## config.mk

```make
export PLATFORM = sky130hd
export DESIGN_NAME = go_to_goal_controller_top
export DESIGN_NICKNAME = d
export VERILOG_FILES = /design/src/rtl/gct_pkg.sv /design/src/rtl/gct_cordic.sv /design/src/rtl/go_to_goal_controller_top.sv
export SDC_FILE = /design/constraint.sdc
export NUM_CORES = 2
export LEC_CHECK = 0
export BUFFER_PORTS_ARGS = -buffer_cell sky130_fd_sc_hd__buf_2
export CORE_MARGIN = 1
export CORE_UTILIZATION = 32
export CTS_CLUSTER_SIZE = 25
export DETAILED_ROUTE_END_ITERATION = 10
export SYNTH_ARGS = -nofsm -noshare
export SYNTH_HDL_FRONTEND = slang
export SYNTH_SLANG_ARGS = --single-unit
```

## constraint.sdc

```tcl
create_clock -name clk -period 12.8 [get_ports clk]
set_clock_uncertainty 0.15 [all_clocks]
set_input_delay 0.64 -clock clk [delete_from_list [all_inputs] [get_ports clk]]
set_output_delay 0.64 -clock clk [all_outputs]
set_load 0.05 [all_outputs]
```

## src/rtl/gct_pkg.sv

```systemverilog
// ----------------------------------------------------------------------------
// gct_pkg
// Shared types, widths, register indexes and tables for the go-to-goal
// controller pipeline.
// ----------------------------------------------------------------------------
package gct_pkg;

  localparam int CORDIC_STAGES = 16;

  localparam int GUARD_BITS    = 8;
  localparam int CW            = 28;
  localparam int ZW            = 20;
  localparam int BW            = ZW - 2;
  localparam int PW            = CW + 16;
  localparam int CFG_IDX_W     = 2;
  localparam int CFG_DATA_W    = 17;

  localparam int ST_OFS        = 0;
  localparam int ST_ROT        = 1;
  localparam int ST_CORDIC     = 2;
  localparam int ST_MUL        = CORDIC_STAGES + 2;
  localparam int ST_DIST       = CORDIC_STAGES + 3;
  localparam int ST_OUT        = CORDIC_STAGES + 4;
  localparam int NUM_STAGES    = CORDIC_STAGES + 5;

  localparam logic [CFG_IDX_W-1:0] REG_GOAL_X    = 2'd0;
  localparam logic [CFG_IDX_W-1:0] REG_GOAL_Y    = 2'd1;
  localparam logic [CFG_IDX_W-1:0] REG_TOLERANCE = 2'd2;

  localparam logic [16:0] TOL_RESET     = 17'd20;
  localparam logic [15:0] INV_GAIN_Q16  = 16'd39797;
  localparam logic [ZW-1:0] HALF_PI_Q16 = ZW'(102944);

  typedef logic signed [CW-1:0] cw_t;
  typedef logic signed [ZW-1:0] zw_t;

  typedef struct packed {
    logic signed [15:0] pose_x;
    logic signed [15:0] pose_y;
    logic signed [15:0] pose_heading;
  } in_item_t;

  typedef struct packed {
    logic        [16:0] linear_speed;
    logic signed [15:0] turn_rate;
    logic               goal_reached;
  } out_item_t;

  function automatic zw_t atan_q16(input int unsigned idx);
    zw_t a;
    case (idx)
      0:       a = ZW'(51472);
      1:       a = ZW'(30386);
      2:       a = ZW'(16055);
      3:       a = ZW'(8150);
      4:       a = ZW'(4091);
      5:       a = ZW'(2047);
      6:       a = ZW'(1024);
      7:       a = ZW'(512);
      8:       a = ZW'(256);
      9:       a = ZW'(128);
      10:      a = ZW'(64);
      11:      a = ZW'(32);
      12:      a = ZW'(16);
      13:      a = ZW'(8);
      14:      a = ZW'(4);
      15:      a = ZW'(2);
      16:      a = ZW'(1);
      default: a = '0;
    endcase
    return a;
  endfunction

endpackage

```

## src/rtl/gct_cordic.sv

```systemverilog
// ----------------------------------------------------------------------------
// gct_cordic
// Vectoring CORDIC, one registered micro-rotation per stage.
// ----------------------------------------------------------------------------
module gct_cordic
  import gct_pkg::*;
(
  input  logic                     clk,
  input  logic [CORDIC_STAGES-1:0] en,
  input  cw_t                      x_in,
  input  cw_t                      y_in,
  input  zw_t                      z_in,
  output cw_t                      x_out,
  output zw_t                      z_out
);

  cw_t x_r [CORDIC_STAGES];
  cw_t y_r [CORDIC_STAGES];
  zw_t z_r [CORDIC_STAGES];

  for (genvar i = 0; i < CORDIC_STAGES; i++) begin : g_stage
    cw_t xp;
    cw_t yp;
    zw_t zp;
    cw_t xs;
    cw_t ys;
    zw_t a;

    if (i == 0) begin : g_first
      assign xp = x_in;
      assign yp = y_in;
      assign zp = z_in;
    end else begin : g_next
      assign xp = x_r[i-1];
      assign yp = y_r[i-1];
      assign zp = z_r[i-1];
    end

    assign xs = xp >>> i;
    assign ys = yp >>> i;
    assign a  = atan_q16(i);

    always_ff @(posedge clk) begin
      if (en[i]) begin
        if (!yp[CW-1]) begin
          x_r[i] <= xp + ys;
          y_r[i] <= yp - xs;
          z_r[i] <= zp + a;
        end else begin
          x_r[i] <= xp - ys;
          y_r[i] <= yp + xs;
          z_r[i] <= zp - a;
        end
      end
    end
  end

  assign x_out = x_r[CORDIC_STAGES-1];
  assign z_out = z_r[CORDIC_STAGES-1];

endmodule

```

## src/rtl/go_to_goal_controller_top.sv

```systemverilog
// ----------------------------------------------------------------------------
// go_to_goal_controller_top
// Proportional go-to-goal drive controller on a pipelined vectoring CORDIC.
// ----------------------------------------------------------------------------
// Usage:
//   Input channel in_valid/in_stall/in_data carries one pose sample per
//   transfer. Output channel out_valid/out_stall/out_data carries one drive
//   command per sample, in order.
//   cfg_we/cfg_index/cfg_wdata write goal_x (0), goal_y (1), tolerance (2);
//   other indexes are ignored. Write only while no sample is in flight.
// Stages: NUM_STAGES register stages (CORDIC_STAGES + 5) from the input
//   transfer to out_valid: offset, quadrant pre-rotation, one stage per
//   micro-rotation, gain multiply, rounding and saturation, tolerance
//   compare in the output register; every stage is one register deep.
// Throughput: one sample per cycle while out_stall does not hold the output.
// Reset: synchronous; all stage valid bits clear, goal returns to (0, 0)
//   and tolerance to 20.
// Stall: each stage holds while the stage after it is full and holding, so
//   empty stages keep filling and input is taken while a result waits until
//   the whole pipeline is full.
// ----------------------------------------------------------------------------
module go_to_goal_controller_top
  import gct_pkg::*;
(
  input  logic                  clk,
  input  logic                  rst_n,
  input  logic                  in_valid,
  output logic                  in_stall,
  input  in_item_t              in_data,
  output logic                  out_valid,
  input  logic                  out_stall,
  output out_item_t             out_data,
  input  logic                  cfg_we,
  input  logic [CFG_IDX_W-1:0]  cfg_index,
  input  logic [CFG_DATA_W-1:0] cfg_wdata
);

  logic signed [15:0] goal_x_r;
  logic signed [15:0] goal_y_r;
  logic [16:0]        tol_r;

  always_ff @(posedge clk) begin
    if (!rst_n) begin
      goal_x_r <= '0;
      goal_y_r <= '0;
      tol_r    <= TOL_RESET;
    end else if (cfg_we) begin
      case (cfg_index)
        REG_GOAL_X:    goal_x_r <= cfg_wdata[15:0];
        REG_GOAL_Y:    goal_y_r <= cfg_wdata[15:0];
        REG_TOLERANCE: tol_r    <= cfg_wdata[16:0];
        default: ;
      endcase
    end
  end

  logic [NUM_STAGES-1:0] vld_r;
  logic [NUM_STAGES-1:0] vld_nxt;
  logic [NUM_STAGES-1:0] src_vld;
  logic [NUM_STAGES-1:0] rdy;
  logic [NUM_STAGES-1:0] ld;

  always_comb begin
    src_vld[0] = in_valid;
    for (int k = 1; k < NUM_STAGES; k++) begin
      src_vld[k] = vld_r[k-1];
    end
    rdy[NUM_STAGES-1] = !vld_r[NUM_STAGES-1] || !out_stall;
    for (int k = NUM_STAGES - 2; k >= 0; k--) begin
      rdy[k] = !vld_r[k] || rdy[k+1];
    end
    ld = src_vld & rdy;
    for (int k = 0; k < NUM_STAGES; k++) begin
      vld_nxt[k] = rdy[k] ? src_vld[k] : vld_r[k];
    end
  end

  always_ff @(posedge clk) begin
    if (!rst_n) begin
      vld_r <= '0;
    end else begin
      vld_r <= vld_nxt;
    end
  end

  assign in_stall = !rdy[ST_OFS];

  logic signed [15:0] hd_r [ST_MUL+1];

  always_ff @(posedge clk) begin
    if (ld[0]) begin
      hd_r[0] <= in_data.pose_heading;
    end
    for (int k = 1; k <= ST_MUL; k++) begin
      if (ld[k]) begin
        hd_r[k] <= hd_r[k-1];
      end
    end
  end

  logic signed [16:0] dx_r;
  logic signed [16:0] dy_r;
  logic signed [16:0] dx_nxt;
  logic signed [16:0] dy_nxt;

  assign dx_nxt = {goal_x_r[15], goal_x_r} - {in_data.pose_x[15], in_data.pose_x};
  assign dy_nxt = {goal_y_r[15], goal_y_r} - {in_data.pose_y[15], in_data.pose_y};

  always_ff @(posedge clk) begin
    if (ld[ST_OFS]) begin
      dx_r <= dx_nxt;
      dy_r <= dy_nxt;
    end
  end

  cw_t x0;
  cw_t y0;
  cw_t rx_r;
  cw_t ry_r;
  zw_t rz_r;
  cw_t rx_nxt;
  cw_t ry_nxt;
  zw_t rz_nxt;

  assign x0 = {{(CW-17-GUARD_BITS){dx_r[16]}}, dx_r, {GUARD_BITS{1'b0}}};
  assign y0 = {{(CW-17-GUARD_BITS){dy_r[16]}}, dy_r, {GUARD_BITS{1'b0}}};

  always_comb begin
    rx_nxt = x0;
    ry_nxt = y0;
    rz_nxt = '0;
    if (x0[CW-1]) begin
      if (!y0[CW-1]) begin
        rx_nxt = y0;
        ry_nxt = -x0;
        rz_nxt = HALF_PI_Q16;
      end else begin
        rx_nxt = -y0;
        ry_nxt = x0;
        rz_nxt = -HALF_PI_Q16;
      end
    end
  end

  always_ff @(posedge clk) begin
    if (ld[ST_ROT]) begin
      rx_r <= rx_nxt;
      ry_r <= ry_nxt;
      rz_r <= rz_nxt;
    end
  end

  cw_t cx;
  zw_t cz;

  gct_cordic u_cordic (
    .clk   (clk),
    .en    (ld[ST_MUL-1:ST_CORDIC]),
    .x_in  (rx_r),
    .y_in  (ry_r),
    .z_in  (rz_r),
    .x_out (cx),
    .z_out (cz)
  );

  logic [CW-2:0]          xc;
  logic [PW-1:0]          prod_r;
  logic [PW-1:0]          prod_nxt;
  logic signed [ZW:0]     zr;
  logic signed [ZW:0]     zsh;
  logic signed [BW-1:0]   bear_r;

  assign xc       = cx[CW-1] ? '0 : cx[CW-2:0];
  assign prod_nxt = xc * INV_GAIN_Q16;
  assign zr       = {cz[ZW-1], cz} + (ZW+1)'(4);
  assign zsh      = zr >>> 3;

  always_ff @(posedge clk) begin
    if (ld[ST_MUL]) begin
      prod_r <= prod_nxt;
      bear_r <= zsh[BW-1:0];
    end
  end

  logic [PW:0]            rsum;
  logic [PW-24:0]         dq;
  logic [16:0]            dist_nxt;
  logic signed [BW:0]     adiff;
  logic signed [BW:0]     ahalf;
  logic signed [15:0]     ang_nxt;
  logic [16:0]            dist_r;
  logic signed [15:0]     ang_r;
  logic signed [15:0]     hd_d;

  assign hd_d     = hd_r[ST_MUL];
  assign rsum     = {1'b0, prod_r} + (PW+1)'(1 << 23);
  assign dq       = rsum[PW:24];
  assign dist_nxt = (|dq[PW-24:17]) ? 17'h1FFFF : dq[16:0];
  assign adiff    = {bear_r[BW-1], bear_r} - {{(BW+1-16){hd_d[15]}}, hd_d} + (BW+1)'(1);
  assign ahalf    = adiff >>> 1;

  always_comb begin
    if (ahalf > $signed((BW+1)'(32767))) begin
      ang_nxt = 16'sh7FFF;
    end else if (ahalf < $signed(-(BW+1)'(32768))) begin
      ang_nxt = 16'sh8000;
    end else begin
      ang_nxt = ahalf[15:0];
    end
  end

  always_ff @(posedge clk) begin
    if (ld[ST_DIST]) begin
      dist_r <= dist_nxt;
      ang_r  <= ang_nxt;
    end
  end

  out_item_t out_r;
  out_item_t out_nxt;

  always_comb begin
    if (dist_r <= tol_r) begin
      out_nxt.linear_speed = '0;
      out_nxt.turn_rate    = '0;
      out_nxt.goal_reached = 1'b1;
    end else begin
      out_nxt.linear_speed = dist_r;
      out_nxt.turn_rate    = ang_r;
      out_nxt.goal_reached = 1'b0;
    end
  end

  always_ff @(posedge clk) begin
    if (ld[ST_OUT]) begin
      out_r <= out_nxt;
    end
  end

  assign out_valid = vld_r[ST_OUT];
  assign out_data  = out_r;

endmodule

```

# Word level (Yosys, flattened, before mapping)
# Memory sizes are Yosys's and may differ from the RTL's.
# Index checks and enable logic that the tools add are counted.
# Widths: inputs -> output; s select.
[word_totals]
word_cells = 442
n_memories = 4
ramBits = 1520
register_bits = 308
[op_classes]
n_eq_ne = 2
mul = 1
bitwise_logic = 50
mux = 190
n_reduce_logical = 51
add_sub_neg = 103
magnitude_cmp = 3
[memory_table]
columns = ["memory", "depth", "word_bits", "read_ports", "rd_clocked_by_memory_dff", "wr", "line", "rtl"]
rows = [
  ["u_cordic.x_r", 16, 28, 16, 0, 16, "gct_cordic.sv:17", "cw_t x_r [CORDIC_STAGES];"],
  ["u_cordic.y_r", 16, 28, 15, 0, 16, "gct_cordic.sv:18", "cw_t y_r [CORDIC_STAGES];"],
  ["u_cordic.z_r", 16, 20, 16, 0, 16, "gct_cordic.sv:19", "zw_t z_r [CORDIC_STAGES];"],
  ["hd_r", 19, 16, 19, 0, 19, "go_to_goal_controller_top.sv:88", "logic signed [15:0] hd_r [ST_MUL+1];"],
]
[op_table]
columns = ["cell", "count"]
rows = [
  ["$mux 28", 34],
  ["$mux 20", 17],
  ["$mux 1", 135],
  ["$add 28x13->28", 2],
  ["$add 28x14->28", 2],
  ["$add 28x15->28", 2],
  ["$add 28x16->28", 2],
  ["$add 28x17->28", 2],
  ["$add 28x18->28", 2],
  ["$add 28x19->28", 2],
  ["$add 28x20->28", 2],
  ["$add 28x21->28", 2],
  ["$add 28x22->28", 2],
  ["$add 28x23->28", 2],
  ["$add 28x24->28", 2],
  ["$add 28x25->28", 2],
  ["$add 28x26->28", 2],
  ["$add 28x27->28", 2],
  ["$neg 25->28", 2],
  ["$sub 28x13->28", 2],
  ["$sub 28x14->28", 2],
  ["$sub 28x15->28", 2],
  ["$sub 28x16->28", 2],
  ["$sub 28x17->28", 2],
  ["other kinds (65)", 172],
]

# Logic depth before layout (Yosys ltp)
[logic_depth]
ltp_word = 26
ltp_mapped = 26

# By module
# A second synthesis with hierarchy kept.
[hier_totals]
cells_unflattened = 12722
hier_area_um2 = 128659.6
[by_module_without_submodules]
columns = ["module", "instances", "seq_area_each_um2", "cells_per_inst", "area_per_inst_um2"]
rows = [
  ["gct_cordic", 1, 35193.8, 10264, 98281.8],
  ["go_to_goal_controller_top", 1, 15995.3, 2458, 30377.9],
]

# Least setup slack after synthesis
# Ideal clock, no wire load.
[synth_path]
path_kind = "input-to-reg"
start = "input port out_stall"
end = "memory u_cordic.y_r[5][26] (netlist bit) (data pin)"
path_buffers = 4
path_slack_ns = 2.982
setup_time_ns = 0.258
arrival_time_ns = 9.411
path_stages = 26
cell_sequence = "nand3_1 nor2_1 and3_1 clkbuf_1 nand3_1 nor2_1 and2_1 clkbuf_1 a31oi_1 nand2_1 clkbuf_1 clkbuf_1 nand2_1 o21ai_0 fa_1 a21o_1 a21oi_1 o21bai_1 a21oi_1 o21ai_0 o311ai_0 nand2_1 or4_1 a31o_2 a21oi_1 xnor2_1"
[synth_lines]
columns = ["element", "line", "rtl"]
rows = [
  ["from (decl)", "go_to_goal_controller_top.sv:31", "input logic out_stall,"],
  ["to (decl)", "gct_cordic.sv:18", ""],
]

==> flow_summary.ini <==
[drt]
drtPass1Iterations = 5
totalWireLength_um = 282700
wl_per_cell_um = 16.72
drc = 0
drt_iter0_drc = 5811
antenna_left = 0
vias = 84250
post_drt_via_cell_ratio = 4.984

[hold_path]
hp-start = in_data[16]
holdPathEnd = dy_r[0]
hold_path_depth = 3
min_path_type = in -> reg

[critical_path]
r2r_slack_ns = 4.42
r2r_start = u_cordic.x_r[3][111]
cp_data_required_time_ns = 13.22
cp_slowest_cell = o31ai_1
worstPathCellList = buf_4 > nor2b_1 > fa_1 > fa_1 > fa_1 > inv_1 > fa_1 > inv_1 > fa_1 > fa_1 > ha_1 > and3_1 > nand3_1 > o211ai_1 > o31ai_1 > o211ai_1 > a21oi_1 > o21ai_0 > and3_1 > nand2b_1 > a21oi_1 > xnor2_1
critPathMostFrequentCell = fa_1
path_max_fanout = 27
startpoint_type = register
cp.arrival_ns = 8.81
ff2ff_path_depth = 22
r2r_end = prod_r[42]
slowest_delay_ns = 0.92
critical_path_class = reg -> reg
end_kind = register

[sta]
fin_crit_ns = 8.382
max_freq_ghz = 0.1193
rsz0062_at_grt = no
timing.final.crit_share_pct = 65.48
fin_ws_ns = 4.418
setup_viol = 0
slew-limit-headroom_pct = 22.15
slew_violations = 0
worst_slew_pin_slew_ns = 1.165
final.setup.tns_ns = 0
hold_viol = 0

[power]
seqPwrFrac_pct = 50.0
p_leak_nw = 53.16
combPwrFrac_pct = 5.5
ir_drop_v = 0.00009314
power_density_mw_per_mm2 = 90.35
p_sw_mw = 2.647
switching_share_pct = 22.01
power.internal_mw = 9.382
clock_power_share_pct = 44.5

[cts]
clkSlewWorstSetupHoldPaths_ns = 0.07
post_cts_buffers = 0
cts_resized = 0
clockBufferDepth = 4
numCtsBuffers = 179
cts_tree = yes
clock-root-buffer = clkbuf_16
htree_levels = 4
clock-sinks = 1657
clock_latency_ns = 0.88

[placed_design]
port_buffers = 107
hpwl_um = 221800
preCtsSetupSlack_ns = 4.399
place_congestion = 0.8877

[synth]
yosysSeqAreaShare_pct = 40.92
ys_types = 92
synth-edff-count = 1587
ys_seq_elements = 1657
syn_area_sq_mm = 0.1199
syn_area_per_cell_sq_um = 10.37
synth_ff_type = edfxtp_1
ys_async_sr_fraction_pct = 0
yosys_warnings = 0
syn_inst = 11560

[cells_and_area]
regArea_sq_mm = 0.04906
areaGrowthSynthToFinish_pct = 11.05
fillers = 37000
layout-drive-gt1-share_pct = 5.112
final_cell_mix = edfxtp_1 (1,587), ha_1 (1,301), xnor2_1 (978)
multi_input_area_sq_mm = 0.06733
fin_util_pct = 35.74
nNetsFinal = 13400
layout_commonest_cell = edfxtp_1

[global_route]
overflow = 0
grt_pass1_vias = 81200
grt_use_total_pct = 14.57
antenna_found_initial = 4
grt_pass1_wl_um = 449700
grt_start_max_net_pins = 76

[run_status]
status = finished, final reports clean

[die]
start_util_pct = 32.19
core-area_sq_mm = 0.3725
die_w_um = 614.1
rows = 224
die_y_um = 614.1
ios = 108
die_area_sq_mm = 0.3771

[flow_run]
maxCapViolations = 0
power by group through the flow:
stage / logic [mW] / registers (mW) / clock network [mW]
3_5_place_dp: 0.641 / 6.13 / 0
6_report: 0.656 / 6.02 / 5.36
3_3_place_gp: 0.640 / 6.13 / 0
5_1_grt: 0.732 / 6.02 / 5.69
2_1_floorplan: 0.488 / 6.11 / 0
4_1_cts: 0.658 / 6.02 / 5.51
cells by family after synthesis:
logic type	after synthesis	synth area share, %
other	1	0.003128
AO/OA/AOI/OAI	2900	15.36
multiplexers	65	0.5614
flip-flops	1657	40.92
XOR/XNOR	1477	10.80
buffers and inverters	983	3.087
AND/OR/NAND/NOR	2942	11.78
adder cells (fa/ha/maj)	1535	17.48
stage by stage:
step | power (mW) | area (sq um) | std cells | hold slack [ns]
final | 12.03 | 133100 | 16910 | 0.1213
after global routing | 12.44 | 133100 | 16910 | 0.08348
after CTS | 12.18 | 133100 | 16910 | 0.03430
after detailed placement | 6.771 | 126800 | 16550 | 0.2545
after global placement | 6.771 | 126800 | 16550 | 0.2505
after floorplan | 6.598 | 119900 | 11560 | 0.2503
registers in the layout, summed over array words and instances, names as in the netlist, 18 cells and up:
signal,cells
u_cordic.y_r,379
u_cordic.z_r,296
bear_r,18
hd_r,304
out_data,34
vld_r,21
prod_r,20
u_cordic.x_r,426
rx_r,20
ry_r,20
Yosys cell counts, types with 18 or more instances:
cell / number / area share [%]
xnor2_1: 978 / 7.1
dfxtp_1: 70 / 1.2
inv_1: 800 / 2.5
o211ai_1: 40 / 0.25
buf_1: 22 / 0.069
nand4_1: 46 / 0.24
a21oi_1: 885 / 3.7
or2_2: 42 / 0.22
o2111ai_1: 21 / 0.15
o21bai_1: 127 / 0.80
or3_1: 107 / 0.56
mux2i_1: 47 / 0.39
a31oi_1: 78 / 0.41
and2_1: 81 / 0.42
o21a_1: 160 / 1.0
edfxtp_1: 1587 / 40
nor2_1: 858 / 2.7
a211oi_1: 48 / 0.30
a21boi_0: 104 / 0.65
nand2b_1: 170 / 0.89
and3_1: 75 / 0.39
a2111oi_0: 20 / 0.15
ha_1: 1301 / 14
a41oi_1: 19 / 0.14
mux2_2: 18 / 0.17
nand3b_1: 28 / 0.18
xor2_1: 498 / 3.6
fa_1: 234 / 3.9
nor4b_1: 23 / 0.17
o31ai_1: 146 / 0.91
o31a_1: 25 / 0.18
a31o_2: 24 / 0.18
nor2b_1: 168 / 0.88
nor3_1: 270 / 1.1
clkbuf_1: 148 / 0.46
or4_1: 39 / 0.24
o41ai_1: 83 / 0.61
nand3_1: 178 / 0.74
a21o_1: 347 / 2.2
nor4_1: 55 / 0.29
nand2_1: 745 / 2.3
o21ai_0: 627 / 2.6
worst max-delay path by stage:
stage	end	start	slack, ns
4_1_cts	prod_r[42]	u_cordic.x_r[3][111]	4.36
2_1_floorplan	u_cordic.y_r[5][26]	out_stall	2.98
6_report	prod_r[42]	u_cordic.x_r[3][111]	4.42
5_1_grt	prod_r[42]	u_cordic.x_r[3][111]	4.00
3_3_place_gp	prod_r[42]	u_cordic.x_r[3][111]	4.39
3_5_place_dp	prod_r[42]	u_cordic.x_r[3][111]	4.40
layer usage:
layer	up-vias	wire length (um)	track usage (%)
met1	40050	136000	20.39
met5	-	0	0
met4	0	6352	3.341
li1	42510	-	-
met2	1356	130100	24.18
met3	335	10170	1.490
repair_timing:
item / 4_1_cts / 5_1_grt
hold buffers: 35 / 0
endpoints found under the hold margin: 68 / 0
setup endpoints to repair: 0 / 0
worst max-delay path: cells and delay by family (launching register included):
family / cells / cell delay [ns]
adders and majority gates: 7 / 3.42
buffers and inverters: 3 / 0.33
AOI/OAI and AO/OA: 6 / 2.18
DFF: 1 / 0.35
xor gates and xnor gates: 1 / 0.09
and+or+nand+nor: 5 / 1.59
layout make-up:
class / count / share of cell area, %
timing repair buffer: 227 / 1.145
sequential: 1657 / 36.85
inverter: 808 / 2.278
tap: 4972 / 4.672
clock buffer: 209 / 3.540
clock inverter: 110 / 0.9463
antenna: 1 / 0.001880
multi-input combinational: 8922 / 50.57
No activity file was read; power rests on OpenSTA's default activity.
